[src/rtl/core/ptd_pkg.sv]
// ----------------------------------------------------------------------------
// ptd_pkg
// Shared types, constants and helper functions of the packed track decoder.
// ----------------------------------------------------------------------------
`default_nettype none

package ptd_pkg;

  // Rows in one track; the row counter saturates here.
  localparam int RowsPerTrack = 64;
  localparam int RowW         = 7;  // row counter holds 0 .. RowsPerTrack

  // Byte fields.
  localparam logic [7:0] SkipFlag  = 8'h80;
  localparam logic [6:0] ParamMask = 7'h7f;
  localparam logic [6:0] SpeedMax  = 7'd31;

  // Effect nibble codes of the packed stream.
  localparam logic [3:0] FxArpeggio = 4'h0;
  localparam logic [3:0] FxPortaUp  = 4'h1;
  localparam logic [3:0] FxPortaDn  = 4'h2;
  localparam logic [3:0] FxTonePort = 4'h3;
  localparam logic [3:0] FxVolume   = 4'h4;
  localparam logic [3:0] FxJump     = 4'h5;
  localparam logic [3:0] FxBreak    = 4'h6;
  localparam logic [3:0] FxSpeed    = 4'h7;
  localparam logic [3:0] FxVibrato  = 4'h8;
  localparam logic [3:0] FxSlide    = 4'h9;

  typedef enum logic [2:0] {
    KIND_NONE     = 3'd0,
    KIND_VOLUME   = 3'd1,
    KIND_JUMP     = 3'd2,
    KIND_BREAK    = 3'd3,
    KIND_SPEED    = 3'd4,
    KIND_UNMAPPED = 3'd5
  } effect_kind_e;

  // Position within a three-byte event.
  typedef enum logic [2:0] {
    PH_PARAM = 3'b001,
    PH_CMD   = 3'b010,
    PH_NOTE  = 3'b100
  } phase_e;

  typedef struct packed {
    logic [7:0] track_byte;
    logic       track_start;
    logic       module_start;
  } in_item_t;

  typedef struct packed {
    logic       event_valid;
    logic [5:0] row;
    logic [6:0] note;
    logic [4:0] instrument;
    logic [2:0] effect_kind;
    logic [6:0] effect_param;
    logic [3:0] effect_raw;
    logic       track_end;
  } out_item_t;

  // Decoder state exposed to the top level for checking.
  typedef struct packed {
    logic            finished;
    logic [RowW-1:0] row;
  } dec_status_t;

  // Note offset for an octave: (2 + octave) * 12.
  function automatic logic [6:0] octave_offset(input logic [2:0] octave);
    logic [6:0] off;
    case (octave)
      3'd0:    off = 7'd24;
      3'd1:    off = 7'd36;
      3'd2:    off = 7'd48;
      3'd3:    off = 7'd60;
      3'd4:    off = 7'd72;
      3'd5:    off = 7'd84;
      3'd6:    off = 7'd96;
      3'd7:    off = 7'd108;
      default: off = 7'd24;
    endcase
    return off;
  endfunction

endpackage

`default_nettype wire

[src/rtl/core/ptd_in_if.sv]
// ----------------------------------------------------------------------------
// ptd_in_if
// Valid/ready channel carrying one byte of packed track data.
// ----------------------------------------------------------------------------
`default_nettype none

interface ptd_in_if;
  logic              valid;
  logic              ready;
  ptd_pkg::in_item_t data;

  modport source (output valid, output data, input ready);
  modport sink   (input valid, input data, output ready);
endinterface

`default_nettype wire

[src/rtl/core/ptd_out_if.sv]
// ----------------------------------------------------------------------------
// ptd_out_if
// Valid/ready channel carrying one decoded event word.
// ----------------------------------------------------------------------------
`default_nettype none

interface ptd_out_if;
  logic               valid;
  logic               ready;
  ptd_pkg::out_item_t data;

  modport source (output valid, output data, input ready);
  modport sink   (input valid, input data, output ready);
endinterface

`default_nettype wire

[src/rtl/core/ptd_input_stage.sv]
// ----------------------------------------------------------------------------
// ptd_input_stage
// Input register: captures one byte word and holds it until decoded.
// ----------------------------------------------------------------------------
`default_nettype none

module ptd_input_stage (
  input  wire logic              clk_i,
  input  wire logic              rst_ni,
  input  wire logic              in_valid_i,
  input  wire ptd_pkg::in_item_t in_data_i,
  output logic                   in_ready_o,
  input  wire logic              advance_i,
  output logic                   valid_o,
  output ptd_pkg::in_item_t      data_o
);

  logic              valid_q, valid_d;
  ptd_pkg::in_item_t data_q;
  logic              load;

  assign in_ready_o = !valid_q || advance_i;
  assign load       = in_valid_i && in_ready_o;
  assign valid_d    = load ? 1'b1 : (advance_i ? 1'b0 : valid_q);

  always_ff @(posedge clk_i or negedge rst_ni) begin
    if (!rst_ni) begin
      valid_q <= 1'b0;
    end else begin
      valid_q <= valid_d;
    end
  end

  always_ff @(posedge clk_i) begin
    if (load) begin
      data_q <= in_data_i;
    end
  end

  assign valid_o = valid_q;
  assign data_o  = data_q;

endmodule

`default_nettype wire

[src/rtl/core/ptd_decode.sv]
// ----------------------------------------------------------------------------
// ptd_decode
// Track state and the byte decoder: phase, row, tempo mode, held event parts.
// ----------------------------------------------------------------------------
`default_nettype none

module ptd_decode (
  input  wire logic                clk_i,
  input  wire logic                rst_ni,
  input  wire ptd_pkg::in_item_t   item_i,
  input  wire logic                fire_i,
  output logic                     has_result_o,
  output ptd_pkg::out_item_t       result_o,
  output ptd_pkg::dec_status_t     status_o
);

  localparam int RowW = ptd_pkg::RowW;
  localparam logic [RowW-1:0] RowsEnd = RowW'(ptd_pkg::RowsPerTrack);

  ptd_pkg::phase_e phase_q, phase_d, phase_in;
  logic [RowW-1:0] row_q, row_d, row_in;
  logic            tempo_q, tempo_d, tempo_in;
  logic            fin_q, fin_d, fin_in;
  logic [6:0]      param_q, param_d;
  logic [3:0]      ins_hi_q, ins_hi_d;
  ptd_pkg::effect_kind_e kind_q, kind_d;
  logic [3:0]      raw_q, raw_d;

  logic            start;
  logic [7:0]      b;
  logic [RowW:0]   skip_sum;
  logic [RowW:0]   row_inc;
  logic [3:0]      nib;
  logic [6:0]      note;

  assign b     = item_i.track_byte;
  assign start = item_i.track_start || item_i.module_start;

  always_comb begin
    tempo_in = item_i.module_start ? 1'b0 : tempo_q;
    phase_in = start ? ptd_pkg::PH_PARAM : phase_q;
    row_in   = start ? '0 : row_q;
    fin_in   = start ? 1'b0 : fin_q;

    phase_d  = phase_in;
    row_d    = row_in;
    tempo_d  = tempo_in;
    fin_d    = fin_in;
    param_d  = param_q;
    ins_hi_d = ins_hi_q;
    kind_d   = kind_q;
    raw_d    = raw_q;

    skip_sum = {1'b0, row_in} + {1'b0, b[6:0]};
    row_inc  = {1'b0, row_in} + (RowW+1)'(1);
    nib      = b[7:4];
    note     = (nib == 4'd0) ? 7'd0 : ({3'b0, nib} + ptd_pkg::octave_offset(b[3:1]));

    has_result_o = 1'b0;
    result_o     = '0;

    if (!fin_in) begin
      case (phase_in)
        ptd_pkg::PH_PARAM: begin
          if ((b & ptd_pkg::SkipFlag) != 8'd0) begin
            if (skip_sum >= {1'b0, RowsEnd}) begin
              // Skip runs past the last row: report the end with no event.
              row_d                = RowsEnd;
              fin_d                = 1'b1;
              has_result_o         = 1'b1;
              result_o.track_end   = 1'b1;
            end else begin
              row_d = skip_sum[RowW-1:0];
            end
          end else begin
            param_d = b[6:0] & ptd_pkg::ParamMask;
            phase_d = ptd_pkg::PH_CMD;
          end
        end
        ptd_pkg::PH_CMD: begin
          ins_hi_d = b[7:4];
          raw_d    = b[3:0];
          phase_d  = ptd_pkg::PH_NOTE;
          case (b[3:0])
            ptd_pkg::FxArpeggio: kind_d = ptd_pkg::KIND_NONE;
            ptd_pkg::FxVolume:   kind_d = ptd_pkg::KIND_VOLUME;
            ptd_pkg::FxJump:     kind_d = ptd_pkg::KIND_JUMP;
            ptd_pkg::FxBreak:    kind_d = ptd_pkg::KIND_BREAK;
            ptd_pkg::FxPortaUp, ptd_pkg::FxPortaDn, ptd_pkg::FxTonePort,
            ptd_pkg::FxVibrato, ptd_pkg::FxSlide: begin
              kind_d  = ptd_pkg::KIND_NONE;
              param_d = 7'd0;
            end
            ptd_pkg::FxSpeed: begin
              // A zero speed switches on triple tempo for the rest of the module.
              if (param_q == 7'd0) begin
                tempo_d = 1'b1;
              end
              if (param_q > ptd_pkg::SpeedMax) begin
                kind_d  = ptd_pkg::KIND_NONE;
                param_d = 7'd0;
              end else begin
                kind_d  = ptd_pkg::KIND_SPEED;
                param_d = tempo_d ? ({param_q[5:0], 1'b0} + param_q) : param_q;
              end
            end
            default: kind_d = ptd_pkg::KIND_UNMAPPED;
          endcase
        end
        default: begin
          phase_d = ptd_pkg::PH_PARAM;
          if (row_inc >= {1'b0, RowsEnd}) begin
            row_d = RowsEnd;
            fin_d = 1'b1;
          end else begin
            row_d = row_inc[RowW-1:0];
          end
          has_result_o          = 1'b1;
          result_o.event_valid  = 1'b1;
          result_o.row          = row_in[5:0];
          result_o.note         = note;
          result_o.instrument   = {b[0], ins_hi_q};
          result_o.effect_kind  = kind_q;
          result_o.effect_param = param_q;
          result_o.effect_raw   = raw_q;
          result_o.track_end    = fin_d;
        end
      endcase
    end
  end

  always_ff @(posedge clk_i or negedge rst_ni) begin
    if (!rst_ni) begin
      phase_q  <= ptd_pkg::PH_PARAM;
      row_q    <= '0;
      tempo_q  <= 1'b0;
      fin_q    <= 1'b0;
      param_q  <= '0;
      ins_hi_q <= '0;
      kind_q   <= ptd_pkg::KIND_NONE;
      raw_q    <= '0;
    end else if (fire_i) begin
      phase_q  <= phase_d;
      row_q    <= row_d;
      tempo_q  <= tempo_d;
      fin_q    <= fin_d;
      param_q  <= param_d;
      ins_hi_q <= ins_hi_d;
      kind_q   <= kind_d;
      raw_q    <= raw_d;
    end
  end

  assign status_o.finished = fin_q;
  assign status_o.row      = row_q;

endmodule

`default_nettype wire

[src/rtl/core/ptd_output_stage.sv]
// ----------------------------------------------------------------------------
// ptd_output_stage
// Result register: holds one decoded word until the receiver takes it.
// ----------------------------------------------------------------------------
`default_nettype none

module ptd_output_stage (
  input  wire logic               clk_i,
  input  wire logic               rst_ni,
  input  wire logic               load_i,
  input  wire ptd_pkg::out_item_t data_i,
  output logic                    free_o,
  output logic                    out_valid_o,
  output ptd_pkg::out_item_t      out_data_o,
  input  wire logic               out_ready_i
);

  logic               valid_q, valid_d;
  ptd_pkg::out_item_t data_q;

  assign free_o  = !valid_q || out_ready_i;
  assign valid_d = load_i ? 1'b1 : (out_ready_i ? 1'b0 : valid_q);

  always_ff @(posedge clk_i or negedge rst_ni) begin
    if (!rst_ni) begin
      valid_q <= 1'b0;
    end else begin
      valid_q <= valid_d;
    end
  end

  always_ff @(posedge clk_i) begin
    if (load_i) begin
      data_q <= data_i;
    end
  end

  assign out_valid_o = valid_q;
  assign out_data_o  = data_q;

endmodule

`default_nettype wire

[src/rtl/core/packed_track_event_decoder.sv]
// ----------------------------------------------------------------------------
// packed_track_event_decoder
// Decodes a packed tracker track, one byte per word, into note events.
//
// Channels: in_i takes one track byte per word together with the track and
// module start marks; out_o gives one word per decoded event, and one word
// with event_valid low and track_end high when a row skip runs past the end.
// Skip bytes that stay inside the track and the first two bytes of an event
// give no word; bytes after the track end are dropped until the next start.
// A byte taken on in_i is held in the input register and decoded from it
// combinationally; its word is loaded into the result register, from which it
// is on out_o until taken. Throughput: one byte per cycle while the receiver
// does not stall; the only loop is the update of phase and row.
// When the receiver stalls, the result register holds its word; one more
// byte waits in the input register, and in_i.ready then drops, unless that
// byte gives no word, in which case decoding goes on.
// Reset clears the phase, row, tempo mode and both valid flags; the block
// takes bytes in the first cycle after reset.
// ----------------------------------------------------------------------------
`default_nettype none

module packed_track_event_decoder (
  input  wire logic  clk_i,
  input  wire logic  rst_ni,
  ptd_in_if.sink     in_i,
  ptd_out_if.source  out_o
);

  logic                 s1_valid;
  ptd_pkg::in_item_t    s1_data;
  logic                 advance;
  logic                 has_result;
  logic                 out_free;
  ptd_pkg::out_item_t   result;
  ptd_pkg::dec_status_t status;

  // A byte leaves the input register unless it makes a word that cannot land.
  assign advance = s1_valid && (!has_result || out_free);

  ptd_input_stage u_in (
    .clk_i      (clk_i),
    .rst_ni     (rst_ni),
    .in_valid_i (in_i.valid),
    .in_data_i  (in_i.data),
    .in_ready_o (in_i.ready),
    .advance_i  (advance),
    .valid_o    (s1_valid),
    .data_o     (s1_data)
  );

  ptd_decode u_dec (
    .clk_i        (clk_i),
    .rst_ni       (rst_ni),
    .item_i       (s1_data),
    .fire_i       (advance),
    .has_result_o (has_result),
    .result_o     (result),
    .status_o     (status)
  );

  ptd_output_stage u_out (
    .clk_i       (clk_i),
    .rst_ni      (rst_ni),
    .load_i      (advance && has_result),
    .data_i      (result),
    .free_o      (out_free),
    .out_valid_o (out_o.valid),
    .out_data_o  (out_o.data),
    .out_ready_i (out_o.ready)
  );

  a_end_word_flags : assert property (@(posedge clk_i) disable iff (!rst_ni)
    (out_o.valid && !out_o.data.event_valid) |-> out_o.data.track_end)
    else $error("word without event does not mark the track end");

  a_row_bound : assert property (@(posedge clk_i) disable iff (!rst_ni)
    status.row <= ptd_pkg::RowW'(ptd_pkg::RowsPerTrack))
    else $error("row counter beyond the end of the track");

  a_silent_after_end : assert property (@(posedge clk_i) disable iff (!rst_ni)
    (s1_valid && status.finished && !s1_data.track_start && !s1_data.module_start)
      |-> !has_result)
    else $error("word produced after the track end");

  a_finished_row : assert property (@(posedge clk_i) disable iff (!rst_ni)
    status.finished |-> (status.row == ptd_pkg::RowW'(ptd_pkg::RowsPerTrack)))
    else $error("finished track with row short of the end");

endmodule

`default_nettype wire
[src/flat_wrapper.sv]
// flat-port wrapper written by rule: the top's interface ports become plain ports
module packed_track_event_decoder_flat 
  (clk_i, rst_ni, in_i_valid, in_i_data, in_i_ready, out_o_valid, out_o_data, out_o_ready);
  ptd_in_if in_i_i ();
  ptd_out_if out_o_i ();
  input  wire logic clk_i;
  input  wire logic rst_ni;
  input wire logic [$bits(in_i_i.valid)-1:0] in_i_valid;
  input wire logic [$bits(in_i_i.data)-1:0] in_i_data;
  output wire logic [$bits(in_i_i.ready)-1:0] in_i_ready;
  output wire logic [$bits(out_o_i.valid)-1:0] out_o_valid;
  output wire logic [$bits(out_o_i.data)-1:0] out_o_data;
  input wire logic [$bits(out_o_i.ready)-1:0] out_o_ready;
  assign in_i_i.valid = in_i_valid;
  assign in_i_i.data = in_i_data;
  assign in_i_ready = in_i_i.ready;
  assign out_o_valid = out_o_i.valid;
  assign out_o_data = out_o_i.data;
  assign out_o_i.ready = out_o_ready;
  packed_track_event_decoder u_core (.clk_i(clk_i), .rst_ni(rst_ni), .in_i(in_i_i), .out_o(out_o_i));
endmodule
[config.mk]
export PLATFORM = sky130hd
export DESIGN_NAME = packed_track_event_decoder_flat
export DESIGN_NICKNAME = d
export VERILOG_FILES = /design/src/rtl/core/ptd_pkg.sv /design/src/rtl/core/ptd_in_if.sv /design/src/rtl/core/ptd_out_if.sv /design/src/rtl/core/ptd_input_stage.sv /design/src/rtl/core/ptd_decode.sv /design/src/rtl/core/ptd_output_stage.sv /design/src/rtl/core/packed_track_event_decoder.sv /design/src/flat_wrapper.sv
export SDC_FILE = /design/constraint.sdc
export NUM_CORES = 1
export LEC_CHECK = 0
export ABC_AREA = 1
export BUFFER_PORTS_ARGS = -buffer_cell sky130_fd_sc_hd__buf_2
export CORE_ASPECT_RATIO = 1.1
export CORE_MARGIN = 5
export CORE_UTILIZATION = 45
export CTS_CLUSTER_SIZE = 12
export DETAILED_ROUTE_END_ITERATION = 12
export PLACE_DENSITY = 0.6
export SETUP_SLACK_MARGIN = 0.3
export SLEW_MARGIN = 0
export SYNTH_ARGS = -nofsm -noshare
export SYNTH_HDL_FRONTEND = slang
export SYNTH_HIERARCHICAL = 1
export SYNTH_SLANG_ARGS = --single-unit
[constraint.sdc]
create_clock -name clk_i -period 6.35 [get_ports clk_i]
set_input_delay 0.3175 -clock clk_i [delete_from_list [all_inputs] [get_ports clk_i]]
set_output_delay 0.3175 -clock clk_i [all_outputs]
set_load 0.03 [all_outputs]
# --- After elaboration in Yosys (flattened, before gate mapping) ---
# Memories as Yosys holds them, arrays and structs flattened. A register that Yosys moved wholly into a read port is not among the register bits.
# Cells that the tools add are included.
op_classes:
  n_addsub: 4
  magnitude_cmp: 3
  eq_ne: 14
  n_mux: 40
  n_bitwise: 1
  reduce_logical: 23
op_table:
  columns: ["op", "n"]
  rows:
  - ["2-to-1 mux 7 bit", 9]
  - ["one-hot mux 7 bit (2 select lines)", 3]
  - ["2-to-1 mux 33 bit", 1]
  - ["2-to-1 mux 1 bit", 18]
  - ["equality test 4 x 3 -> 1 bit (second input constant)", 4]
  - ["greater-or-equal comparator 8 x 7 -> 1 bit (second input constant)", 2]
  - ["2-to-1 mux 3 bit", 5]
  - ["one-hot mux 3 bit (5 select lines)", 1]
  - ["adder 7 x 1 -> 8 bit (second input constant)", 1]
  - ["adder 7 x 7 -> 8 bit", 1]
  - ["equality test 4 x 2 -> 1 bit (second input constant)", 2]
  - ["equality test 4 bit (second input constant)", 2]
  - ["logical NOT 4 bit", 2]
  - ["adder 4 x 7 -> 7 bit", 1]
  - ["adder 7 bit", 1]
  - ["greater-than comparator 7 x 5 -> 1 bit (second input constant)", 1]
  - ["logical NOT 7 bit", 1]
  - ["one-hot mux 3 bit (2 select lines)", 1]
  - ["AND reduction 6 bit", 1]
  - ["nonzero test 2 bit", 3]
  - ["OR reduction 6 bit", 1]
  - ["OR reduction 5 bit", 1]
  - ["equality test 4 x 1 -> 1 bit (second input constant)", 1]
  - ["logical OR 1 bit", 4]
  - ["13 further kinds", 18]
word_totals:
  regBits: 76
  mem_bits_ro: 40
  input_bits: 14
  elab_cells: 107
  mem_count: 1
mem_list:
  columns: ["memory", "depth", "width", "rd", "rd_ports_with_merged_regs", "write_ports", "line_no", "source"]
  rows:
  - ["(name not given)", 8, 5, 1, 1, 0, "ptd_pkg.sv:72", "case (octave)"]

# --- Longest topological paths before layout ---
# Gate-level depths: netlist of run 1.
depth:
  ltp_word: 14
  mapped_depth: 26

# --- Modules after synthesis ---
# Netlist of run 1, hierarchy kept.
by_module_without_submodules:
  columns: ["module", "n_inst", "cells_per_inst", "area_per_inst_um2"]
  rows:
  - ["ptd_decode", 1, 387, 2706.3]
  - ["ptd_output_stage", 1, 39, 1066.0]
  - ["ptd_input_stage", 1, 16, 345.3]
  - ["packed_track_event_decoder", 1, 5, 25.0]

# --- Least setup slack after synthesis of run 1 ---
# OpenSTA, ideal clock, no wires.
synth_timing:
  path_type: "reg-to-reg"
  from: "reg u_core.u_in.data_q (netlist bit u_core/u_in/data_o[0])"
  to: "reg u_core.u_dec.row_q[5]"
  setup_ps: 122
  arrival_time_ps: 3012
  t_required_ps: 6228
  slack_ps: 3216
  path_stages_with_launch: 21
  path_buffers: 2
  synth_period_minus_slack_ps: 3134
  cell_sequence: "edfxtp_1 -> nor2_4 -> buf_6 -> nand2_1 -> inv_1 -> ha_1 -> inv_1 -> o21bai_2 -> a21oi_2 -> nand2_1 -> nand2_1 -> nand3_1 -> nand3_1 -> nand2_1 -> a21oi_2 -> inv_1 -> nor2_1 -> clkbuf_1 -> o21ai_0 -> a21oi_1 -> a21oi_2"
synth_via:
  elab_chain_cells: 11
  word_cells_on_any_way: 22
  cone_classes: "add/sub (2); order compare (2); eq/ne (2); mux (12); reduce/logical (4)"
synth_lines:
  columns: ["element", "line_no", "source"]
  rows:
  - ["start, declared", "ptd_input_stage.sv:19", "ptd_pkg::in_item_t data_q;"]
  - ["start signal, assigned", "ptd_input_stage.sv:36", "data_q <= in_data_i;"]
  - ["logical OR 1 bit (*)", "ptd_decode.sv:37", "assign start = item_i.track_start || item_i.module_start;"]
  - ["2-to-1 mux 7 bit", "ptd_decode.sv:42", "row_in = start ? '0 : row_q;"]
  - ["adder 7 x 7 -> 8 bit", "ptd_decode.sv:54", "skip_sum = {1'b0, row_in} + {1'b0, b[6:0]};"]
  - ["greater-or-equal comparator 8 x 7 -> 1 bit", "ptd_decode.sv:66", "if (skip_sum >= {1'b0, RowsEnd}) begin"]
  - ["2-to-1 mux 1 bit", "ptd_decode.sv:66", null]
  - ["2-to-1 mux 1 bit", "ptd_decode.sv:65", "if ((b & ptd_pkg::SkipFlag) != 8'd0) begin"]
  - ["one-hot mux 1 bit (2 select lines)", "ptd_decode.sv:63", "case (phase_in)"]
  - ["2-to-1 mux 1 bit (*)", "ptd_decode.sv:62", "if (!fin_in) begin"]
  - ["net u_core.has_result", "packed_track_event_decoder.sv:32", "logic has_result;"]
  - ["logical NOT 1 bit (*)", "packed_track_event_decoder.sv:38", "assign advance = s1_valid && (!has_result || out_free);"]
  - ["logical OR 1 bit (*)", "packed_track_event_decoder.sv:38", null]
  - ["logical AND 1 bit (*)", "packed_track_event_decoder.sv:38", null]
  - ["net u_core.advance", "packed_track_event_decoder.sv:31", "logic advance;"]
  - ["end signal, assigned", "ptd_decode.sv:144", "row_q <= row_d;"]
  - ["end, declared", "ptd_decode.sv:21", "logic [RowW-1:0] row_q, row_d, row_in;"]
# Mark *: on every way through the listed nets, which the timed path passes. The rest lies on a longest branch.
# A chain may end at the register's enable or synchronous reset.

# --- Worst setup path in the final report of run 1 ---
layout_timing:
  from: "reg u_core.u_in.data_q (netlist bit u_core/u_in/data_o[0])"
  to: "reg u_core.u_dec.kind_q[0]"
layout_via:
  elab_chain_cells: 12
  word_cells_on_any_way: 17
  cone_classes: "add/sub (1); order compare (1); eq/ne (2); mux (7); bitwise (1); reduce/logical (5)"
layout_lines:
  columns: ["element", "line_no", "source"]
  rows:
  - ["logical OR 1 bit (*)", "ptd_decode.sv:37", null]
  - ["2-to-1 mux 7 bit", "ptd_decode.sv:42", null]
  - ["adder 7 x 7 -> 8 bit", "ptd_decode.sv:54", null]
  - ["greater-or-equal comparator 8 x 7 -> 1 bit", "ptd_decode.sv:66", null]
  - ["2-to-1 mux 1 bit", "ptd_decode.sv:66", null]
  - ["2-to-1 mux 1 bit", "ptd_decode.sv:65", null]
  - ["one-hot mux 1 bit (2 select lines)", "ptd_decode.sv:63", null]
  - ["2-to-1 mux 1 bit (*)", "ptd_decode.sv:62", null]
  - ["net u_core.has_result", "packed_track_event_decoder.sv:32", null]
  - ["logical NOT 1 bit (*)", "packed_track_event_decoder.sv:38", null]
  - ["logical OR 1 bit (*)", "packed_track_event_decoder.sv:38", null]
  - ["logical AND 1 bit (*)", "packed_track_event_decoder.sv:38", null]
  - ["net u_core.advance", "packed_track_event_decoder.sv:31", null]
  - ["AND reduction 3 bit (no line) (*)", null, null]
  - ["end signal, assigned", "ptd_decode.sv:140", "kind_q <= ptd_pkg::KIND_NONE;"]
  - ["end signal, assigned", "ptd_decode.sv:149", "kind_q <= kind_d;"]
  - ["end, declared", "ptd_decode.sv:26", "ptd_pkg::effect_kind_e kind_q, kind_d;"]
# Marks and branches as above.

==> flow_summary.toml, run 1 <==
[outcome]
status = "finished clean"

[cells_and_area]
layout_common_cells = "nand2_1, inv_1, nor2_1"
final_common_cell = "nand2_1"
final_util_pct = 53.4
regArea_mm2 = 0.00212
stdcell_count = 618
diodes = 0
layout-drive-gt1-share_pct = 22.2
nFillCells = 841
finalNetCount = 533
multi_input_area_mm2 = 0.00169
syn_to_final_growth_pct = 15.1

[timing]
fin_crit_ns = 4.37
tns_ns = 0
slew_violations = 0
setup_ws_ns = 1.98
max_freq_mhz = 229
setup_violations = 0
tightest_slew_ns = 0.923
relSlewSlack_pct = 38.2
hold_viol_final = 0
rsz0062_at_grt = "no"
timing.final.crit_share_pct = 68.8
skew_ns = 0.00618

[cts]
clock_sinks = 76
clk_pin_slew_ns = 0.08
clk_latency_ns = 0.35
cts_root_buffer = "clkbuf_8"
cts_resized = 0
clockBufferDepth = 2
cts_setup_buffers = 0
cts_tree = "yes"
cts_buffers = 9
hold_buffers = 0
htree_levels = 3

[power]
leakagePower_nw = 2.20
power_density_mw_per_mm2 = 393
peakVddDrop_mv = 0.174

[synthesis]
synth_fp_nets = 480
syn_area_per_cell_um2 = 9.27
yosys_warnings = 6
synth_cells = 446
synth_area_mm2 = 0.00414

[critical_path]
worst_ep_required_time_ns = 6.58
worstSetupPathType = "reg2reg"
cp-start-kind = "register"
cp-end-kind = "register"
r2r_start = "u_core/u_in/data_o[0]$_DFFE_PP_"
cp.arrival_ns = 4.59
startpoint = "u_core/u_in/data_o[0]$_DFFE_PP_"
worstPathMaxFanout = 19

[drt]
drtPass1Iterations = 4
wl_um = 9330
wire_per_inst_um = 15.1
dr.first_iter.drc_count = 169
vias = 3065
drc = 0
postRouteAntennaNets = 0
routed_via_density = 4.96

[place]
place_ws_ns = 2.05
gp_congestion = 0.895
placed_cells = 602
portBuffers = 49
hpwl_um = 6930

[global_routing]
antenna_found_initial = 0
overflow = 0
grt_max_degree = 33
grt_pass1_vias = 3136
grt_pass1_wl_um = 15600
grt_util_all_layers_pct = 17.9

[floorplan]
fp.dieArea_mm2 = 0.0112
die_y_um = 111
die_w_um = 101
core_mm2 = 0.00892
pin_count = 50
start_util_pct = 46.4
rows = 36

[job]
drv_cap = 0

[hold_path]
hold_class = "in2async"
## routing by layer
layer	vias up	share of wire, %	GRT usage (%)
met4	0	1.6	7.80
met1	1399	44	23.6
li1	1560	-	-
met3	15	6.8	4.10
met2	91	48	27.9
met5	-	0	0
## final cells by class
type                    instances  share of cell area [%]
clock buffers                  10                    2.89
clock inverters                 6                    2.84
inverters                      73                    5.76
multi-input cells             289                    35.6
flip-flops and latches         76                    44.6
well taps                     114                    3.00
repair buffers                 50                    5.31
## where the power goes
part	internal [W]	switching [W]
clock network	0.000311	0.000180
logic	0.000204	0.000416
registers	0.000665	0.0000938
total	0.00118	0.000690
## worst max-delay path, cell delays in order, from the launching register on
cell	delay, ns
edfxtp_1	0.44
nor2_4	0.45
nand2_1	0.21
inv_1	0.10
ha_1	0.25
inv_1	0.15
o21bai_2	0.11
a21oi_2	0.15
nand2_1	0.06
nand2_1	0.06
nand3_1	0.09
nand3_1	0.08
nand2_1	0.08
a21oi_2	0.24
inv_1	0.12
nor2_1	0.73
inv_2	0.18
nor2_4	0.37
inv_2	0.12
nor2_1	0.14
a22oi_1	0.08
## through the flow
stage               hold WS [ns]  cell area (um2)  total power (W)
floorplan                 0.0219             4140          0.00122
global placement           0.429             4490          0.00138
detailed placement         0.434             4490          0.00138
CTS                       0.0464             4760          0.00188
global route              0.0896             4760          0.00200
finish                    0.0452             4760          0.00187
## path summary, 6_finish.rpt
kind	endpoint	slack, ns	cells past startpoint
min reg2reg	u_core/u_dec/row_q[6]$_DFFE_PN0P_	0.51	2
min in group clk_i	u_core/u_in/data_o[2]$_DFFE_PP_	0.14	1
min	u_core/u_dec/fin_q$_DFFE_PN0P_	0.05	1
max reg2reg	u_core/u_dec/kind_q[0]$_DFFE_PN0P_	1.98	20
max	u_core/u_dec/kind_q[0]$_DFFE_PN0P_	1.98	20
max in group asynchronous	u_core/u_dec/raw_q[3]$_DFFE_PN0P_	5.81	1
## state kept, by name (all words and copies together) (netlist names)
| signal | count |
|---|---|
| u_core/u_dec/phase_q | 3 |
| u_core/u_dec/param_q | 7 |
| u_core/u_dec/tempo_q | 1 |
| u_core/u_in/valid_o | 1 |
| u_core/u_dec/kind_q | 3 |
| u_core/u_dec/ins_hi_q | 4 |
| u_core/u_dec/raw_q | 4 |
| u_core/u_in/data_o | 10 |
| u_core/u_out/out_valid_o | 1 |
| u_core/u_dec/fin_q | 1 |
| u_core/u_out/out_data_o | 34 |
| u_core/u_dec/row_q | 7 |
Power figures use the tool's default switching activity.
==> inputs of run 2 (changes only) <==
--- a/config.mk
+++ b/config.mk
@@ -5,7 +5,7 @@
 export SDC_FILE = /design/constraint.sdc
 export NUM_CORES = 1
 export LEC_CHECK = 0
-export ABC_AREA = 1
+export ABC_AREA = 0
 export BUFFER_PORTS_ARGS = -buffer_cell sky130_fd_sc_hd__buf_2
 export CORE_ASPECT_RATIO = 1.1
 export CORE_MARGIN = 5
==> constraint.sdc (replaced) <==
create_clock -name clk_i -period 4.4 [get_ports clk_i]
set_input_delay 0.22 -clock clk_i [delete_from_list [all_inputs] [get_ports clk_i]]
set_output_delay 0.22 -clock clk_i [all_outputs]
set_load 0.03 [all_outputs]
==> flow_summary.toml, run 2 <==
[floorplan]
pin_count = 50
core_mm2 = 0.00931
start_util_pct = 45.6
die_y_um = 112
fp.dieArea_mm2 = 0.0115
rows = 37
die_w_um = 103

[cells_and_area]
nFillCells = 828
syn_to_final_growth_pct = 13.7
largest_reg_flops = 34
multi_input_area_mm2 = 0.00196
layout_common_cells = "buf_2, edfxtp_1, dfrtp_1"
layout-drive-gt1-share_pct = 25.1
diodes = 0
finalNetCount = 472
regArea_mm2 = 0.00212
final_common_cell = "buf_2"

[hold_path]
hold_class = "in2reg"

[place]
hpwl_um = 7030
portBuffers = 49
place_ws_ns = 0.492
gp_congestion = 0.861

[synthesis]
synth_area_mm2 = 0.00425
synth_cells = 387
synth_fp_nets = 421
yosys_warnings = 6
syn_area_per_cell_um2 = 11.0

[power]
peakVddDrop_mv = 0.217
p_total_w = 0.00250
power_density_mw_per_mm2 = 517
leakagePower_nw = 2.17

[drt]
drtPass1Iterations = 4
wl_um = 9840
postRouteAntennaNets = 0
vias = 3142
routed_via_density = 5.61
dr.first_iter.drc_count = 155
wire_per_inst_um = 17.6
drc = 0

[global_routing]
grt_pass1_wl_um = 15900
antenna_found_initial = 0
grt_util_all_layers_pct = 18.1
grt_max_degree = 36
overflow = 0
grt_pass1_vias = 3158

[critical_path]
cp-end-kind = "register"
cp_cell_sequence = "or2_2, nor2_1, ha_1, ha_2, a21oi_1, o211a_1, or3_1, o2111a_1, o21a_1, a21boi_1, buf_4, nand2_1, buf_4, or3_1, nor4_1, a221o_1"
worst_ep_required_time_ns = 4.69
critPathMaxStageDelay_ns = 0.40
critical_path_buf_inv_count = 2
r2r_setup_slack_ns = 0.51
cp-start-kind = "register"
critical_path.slowest_cell = "or3_1"
worstPathMaxFanout = 11
worstSetupPathType = "reg2reg"
path_delay_family = "simple AND/OR/NAND/NOR gates"
cp.arrival_ns = 4.18

[job]
drv_cap = 0

[timing]
max_freq_mhz = 257
whs_ns = 0.0336
fin_crit_ns = 3.89
tns_ns = 0
tightest_slew_ns = 0.810
timing.final.crit_share_pct = 88.4
setup_violations = 0
slew_violations = 0
rsz0062_at_grt = "no"
setup_ws_ns = 0.508
hold_viol_final = 0
relSlewSlack_pct = 45.3
skew_ns = 0.0140

[cts]
clockBufferDepth = 2
cts_tree = "yes"
cts_root_buffer = "clkbuf_8"
clock_sinks = 76
clk_pin_slew_ns = 0.08
clk_latency_ns = 0.36
htree_levels = 3
cts_buffers = 9

[outcome]
status = "finished clean"
## run 2: path summary, 6_finish.rpt
path | start | end | cells past startpoint
setup / recovery | u_core/u_in/data_o[0]$_DFFE_PP_ | u_core/u_dec/row_q[5]$_DFFE_PN0P_ | 16
hold / removal | in_i_data[4] | u_core/u_in/data_o[4]$_DFFE_PP_ | 1
setup reg to reg | u_core/u_in/data_o[0]$_DFFE_PP_ | u_core/u_dec/row_q[5]$_DFFE_PN0P_ | 16
hold reg to reg | u_core/u_dec/kind_q[0]$_DFFE_PN0P_ | u_core/u_dec/kind_q[0]$_DFFE_PN0P_ | 2
max in group asynchronous | rst_ni | u_core/u_dec/phase_q[1]$_DFFE_PN0P_ | 2
min in group asynchronous | rst_ni | u_core/u_out/out_valid_o$_DFFE_PN0P_ | 2
## run 2: per-stage QoR
stage	utilization (%)	std cells	cell area, um2
floorplan	-	387	4250
global placement	49.7	543	4620
detailed placement	49.7	543	4620
CTS	51.8	560	4820
global route	51.9	560	4830
finish	51.9	560	4830
## run 2: cell type report
type	instances	area share (%)
Tap cell	117	3.03
Clock buffer	9	2.56
Sequential cell	76	44.0
Inverter	19	1.48
Timing Repair Buffer	62	7.15
Multi-Input combinational cell	270	40.6
Clock inverter	7	1.22
## run 2: worst reg2reg max path: stages (launching register included)
cell and delay, ns:
edfxtp_1 0.38, or2_2 0.35, nor2_1 0.11, ha_1 0.23, ha_2 0.24, a21oi_1 0.10, o211a_1 0.29, or3_1 0.40
o2111a_1 0.24, o21a_1 0.17, a21boi_1 0.12, buf_4 0.17, nand2_1 0.08, buf_4 0.18, or3_1 0.36, nor4_1 0.25
a221o_1 0.15
## run 2: power by group
part	internal, W	total, W	leakage (nW)	switching [W]
Sequential	0.000944	0.00110	0.814	0.000155
Combinational	0.000365	0.000898	1.26	0.000533
Clock	0.000213	0.000498	0.0921	0.000284
Total	0.00152	0.00250	2.17	0.000972
## run 2: layer usage
metal	track usage, %	part of all wire, %
met1	21.0	42
met2	30.6	51
met3	5.14	4.4
met4	7.70	2.3
met5	0	0
## run 2: repair_timing
| action | in CTS | in global routing |
|---|---|---|
| resized for setup | 0 | 3 |
| hold endpoints to repair | 31 | 0 |
| endpoints found under the setup margin | 0 | 12 |
| buffers inserted | 0 | 0 |
| hold buffers | 1 | 0 |
==> inputs of run 3 (changes only) <==
--- a/config.mk
+++ b/config.mk
@@ -7,12 +7,14 @@
 export LEC_CHECK = 0
 export ABC_AREA = 0
 export BUFFER_PORTS_ARGS = -buffer_cell sky130_fd_sc_hd__buf_2
+export CAP_MARGIN = 20
 export CORE_ASPECT_RATIO = 1.1
 export CORE_MARGIN = 5
 export CORE_UTILIZATION = 45
 export CTS_CLUSTER_SIZE = 12
 export DETAILED_ROUTE_END_ITERATION = 12
-export PLACE_DENSITY = 0.6
+export PLACE_DENSITY = 0.63
+export REMOVE_ABC_BUFFERS = 1
 export SETUP_SLACK_MARGIN = 0.3
 export SLEW_MARGIN = 0
 export SYNTH_ARGS = -nofsm -noshare
==> constraint.sdc (replaced) <==
create_clock -name clk_i -period 3.5 [get_ports clk_i]
set_input_delay 0.175 -clock clk_i [delete_from_list [all_inputs] [get_ports clk_i]]
set_output_delay 0.175 -clock clk_i [all_outputs]
set_load 0.03 [all_outputs]
==> flow_summary.toml, run 3 (same netlist as run 2, synthesis figures left out) <==
[job]
drv_cap = 0

[drt]
routed_via_density = 5.65
wl_um = 10800
postRouteAntennaNets = 0
vias = 3438
wire_per_inst_um = 17.7
drc = 0
drtPass1Iterations = 4
dr.first_iter.drc_count = 204

[critical_path]
r2r_setup_slack_ns = 0.08
cp_cell_sequence = "or2_4, nor2_4, ha_4, ha_4, and4_1, o31ai_2, or3_4, o2111a_1, o21a_1, a21boi_2, buf_4, and2_4, nand3_4, buf_12, buf_6, mux2_4"
cp.arrival_ns = 3.68
worstPathMaxFanout = 5
reg2reg_depth = 16
critical_path_buf_inv_count = 3
startpoint = "u_core/u_in/data_o[0]$_DFFE_PP_"
critical_path.slowest_cell = "edfxtp_1"
reg2reg_to = "u_core/u_dec/raw_q[0]$_DFFE_PN0P_"
critPathMaxStageDelay_ns = 0.42
path_delay_family = "simple AND/OR/NAND/NOR gates"
path_depth = 16
worstSetupPathType = "reg2reg"
worst_ep_required_time_ns = 3.76
critPathCapture = "u_core/u_dec/raw_q[0]$_DFFE_PN0P_"
cp-end-kind = "register"
cp_common_cell = "ha_4"
r2r_start = "u_core/u_in/data_o[0]$_DFFE_PP_"
cp-start-kind = "register"

[timing]
whs_ns = 0.104
relSlewSlack_pct = 40.5
fin_crit_ns = 3.42
skew_ns = 0.0135
tightest_slew_ns = 0.881
slew_violations = 0
hold_viol_final = 0
setup_violations = 0
max_freq_mhz = 293
rsz0062_at_grt = "yes"
timing.final.crit_share_pct = 97.6

[floorplan]
fp.dieArea_mm2 = 0.0115
die_y_um = 112
start_util_pct = 45.6
pin_count = 50
core_mm2 = 0.00931
rows = 37
die_w_um = 103

[cts]
cts_tree = "yes"
cts_root_buffer = "clkbuf_8"
clk_latency_ns = 0.38
clk_pin_slew_ns = 0.09
htree_levels = 3
cts_buffers = 9
clockBufferDepth = 2
clock_sinks = 76

[cells_and_area]
largest_reg_flops = 34
final_common_cell = "buf_2"
nFillCells = 775
layout-drive-gt1-share_pct = 35.4
finalNetCount = 520
diodes = 0
final_util_pct = 58.7
syn_to_final_growth_pct = 28.7
layout_common_cells = "buf_2, edfxtp_1, buf_4"

[place]
gp_congestion = 0.933
hpwl_um = 7370
portBuffers = 49

[global_routing]
met3_usage_pct = 4.20
grt_pass1_wl_um = 17800
grt_pass1_vias = 3558
antenna_found_initial = 0
overflow = 0
met2_usage_pct = 31.6
grt.met1_usage_pct = 25.5
grt_util_all_layers_pct = 20.1
grt_max_degree = 35
top_usage_layer = "met2"

[hold_path]
hold_class = "in2reg"

[power]
peakVddDrop_mv = 0.289
power_density_mw_per_mm2 = 618
leakagePower_nw = 2.45
p_total_w = 0.00338

[outcome]
status = "finished clean"
[run 3: cell count changes in the layout (fill, tap and decap cells not counted), sizes merged]
| cell | delta |
|---|---|
| buf | +36 |
| and2 | +1 |
| inv | +1 |
| clkinv | -1 |
| dlygate4sd3 | +11 |
[run 3: how the worst min path moves through the flow]
stage                startpoint                                    to  depth (start not counted)
floorplan                rst_ni        u_core/u_dec/fin_q$_DFFE_PN0P_                          0
global placement         rst_ni     u_core/u_dec/row_q[3]$_DFFE_PN0P_                          1
detailed placement       rst_ni     u_core/u_dec/row_q[1]$_DFFE_PN0P_                          1
CTS                 out_o_ready  u_core/u_out/out_valid_o$_DFFE_PN0P_                          3
global route        out_o_ready  u_core/u_out/out_valid_o$_DFFE_PN0P_                          3
finish              out_o_ready  u_core/u_out/out_valid_o$_DFFE_PN0P_                          3
[run 3: metal layers]
layer	routed length, um	share of wire (%)	up-vias
li1	-	-	1627
met1	4560	42	1683
met2	5220	48	98
met3	566	5.3	30
met4	428	4.0	0
met5	0	0	-
[run 3: metrics by stage]
step | setup TNS [ns] | worst slack (ns) | area, um2 | instances
2_1_floorplan | -11.29 | -0.579 | 4140 | 365
3_3_place_gp | 0 | 0.00267 | 4790 | 562
3_5_place_dp | -0.255 | -0.0700 | 4790 | 562
4_1_cts | 0 | 0.0866 | 5310 | 605
5_1_grt | -0.164 | -0.0361 | 5470 | 608
6_report | 0 | 0.0840 | 5470 | 608
[run 3: worst register-to-register path, cell delays in order (launching register included)]
cell and delay (ns):
edfxtp_1 0.42, or2_4 0.29, nor2_4 0.12, ha_4 0.15
ha_4 0.15, and4_1 0.21, o31ai_2 0.07, or3_4 0.38
o2111a_1 0.24, o21a_1 0.19, a21boi_2 0.14, buf_4 0.15
and2_4 0.16, nand3_4 0.08, buf_12 0.17, buf_6 0.11
mux2_4 0.28
[run 3: layout make-up]
class	instances	area (um2)	area share (%)
Clock buffer	9	124	2.27
Clock inverter	7	58.8	1.08
Timing Repair Buffer	109	798	14.6
Multi-Input combinational cell	271	2140	39.2
Sequential cell	76	2120	38.8
Inverter	19	71.3	1.30
Tap cell	117	146	2.68
[run 3: what timing repair did]
item,4_1_cts,5_1_grt
hold buffers,12,0
pin swaps,8,9
setup buffers,14,2
cloned,1,1
resized for setup,28,40
setup endpoints to repair,40,71
hold endpoints to repair,42,0
[run 3: power breakdown]
group | internal, W | leakage, nW | switching (W)
registers | 0.00119 | 0.814 | 0.000189
clock network | 0.000269 | 0.0925 | 0.000373
logic | 0.000598 | 1.54 | 0.000761
total | 0.00205 | 2.45 | 0.00132
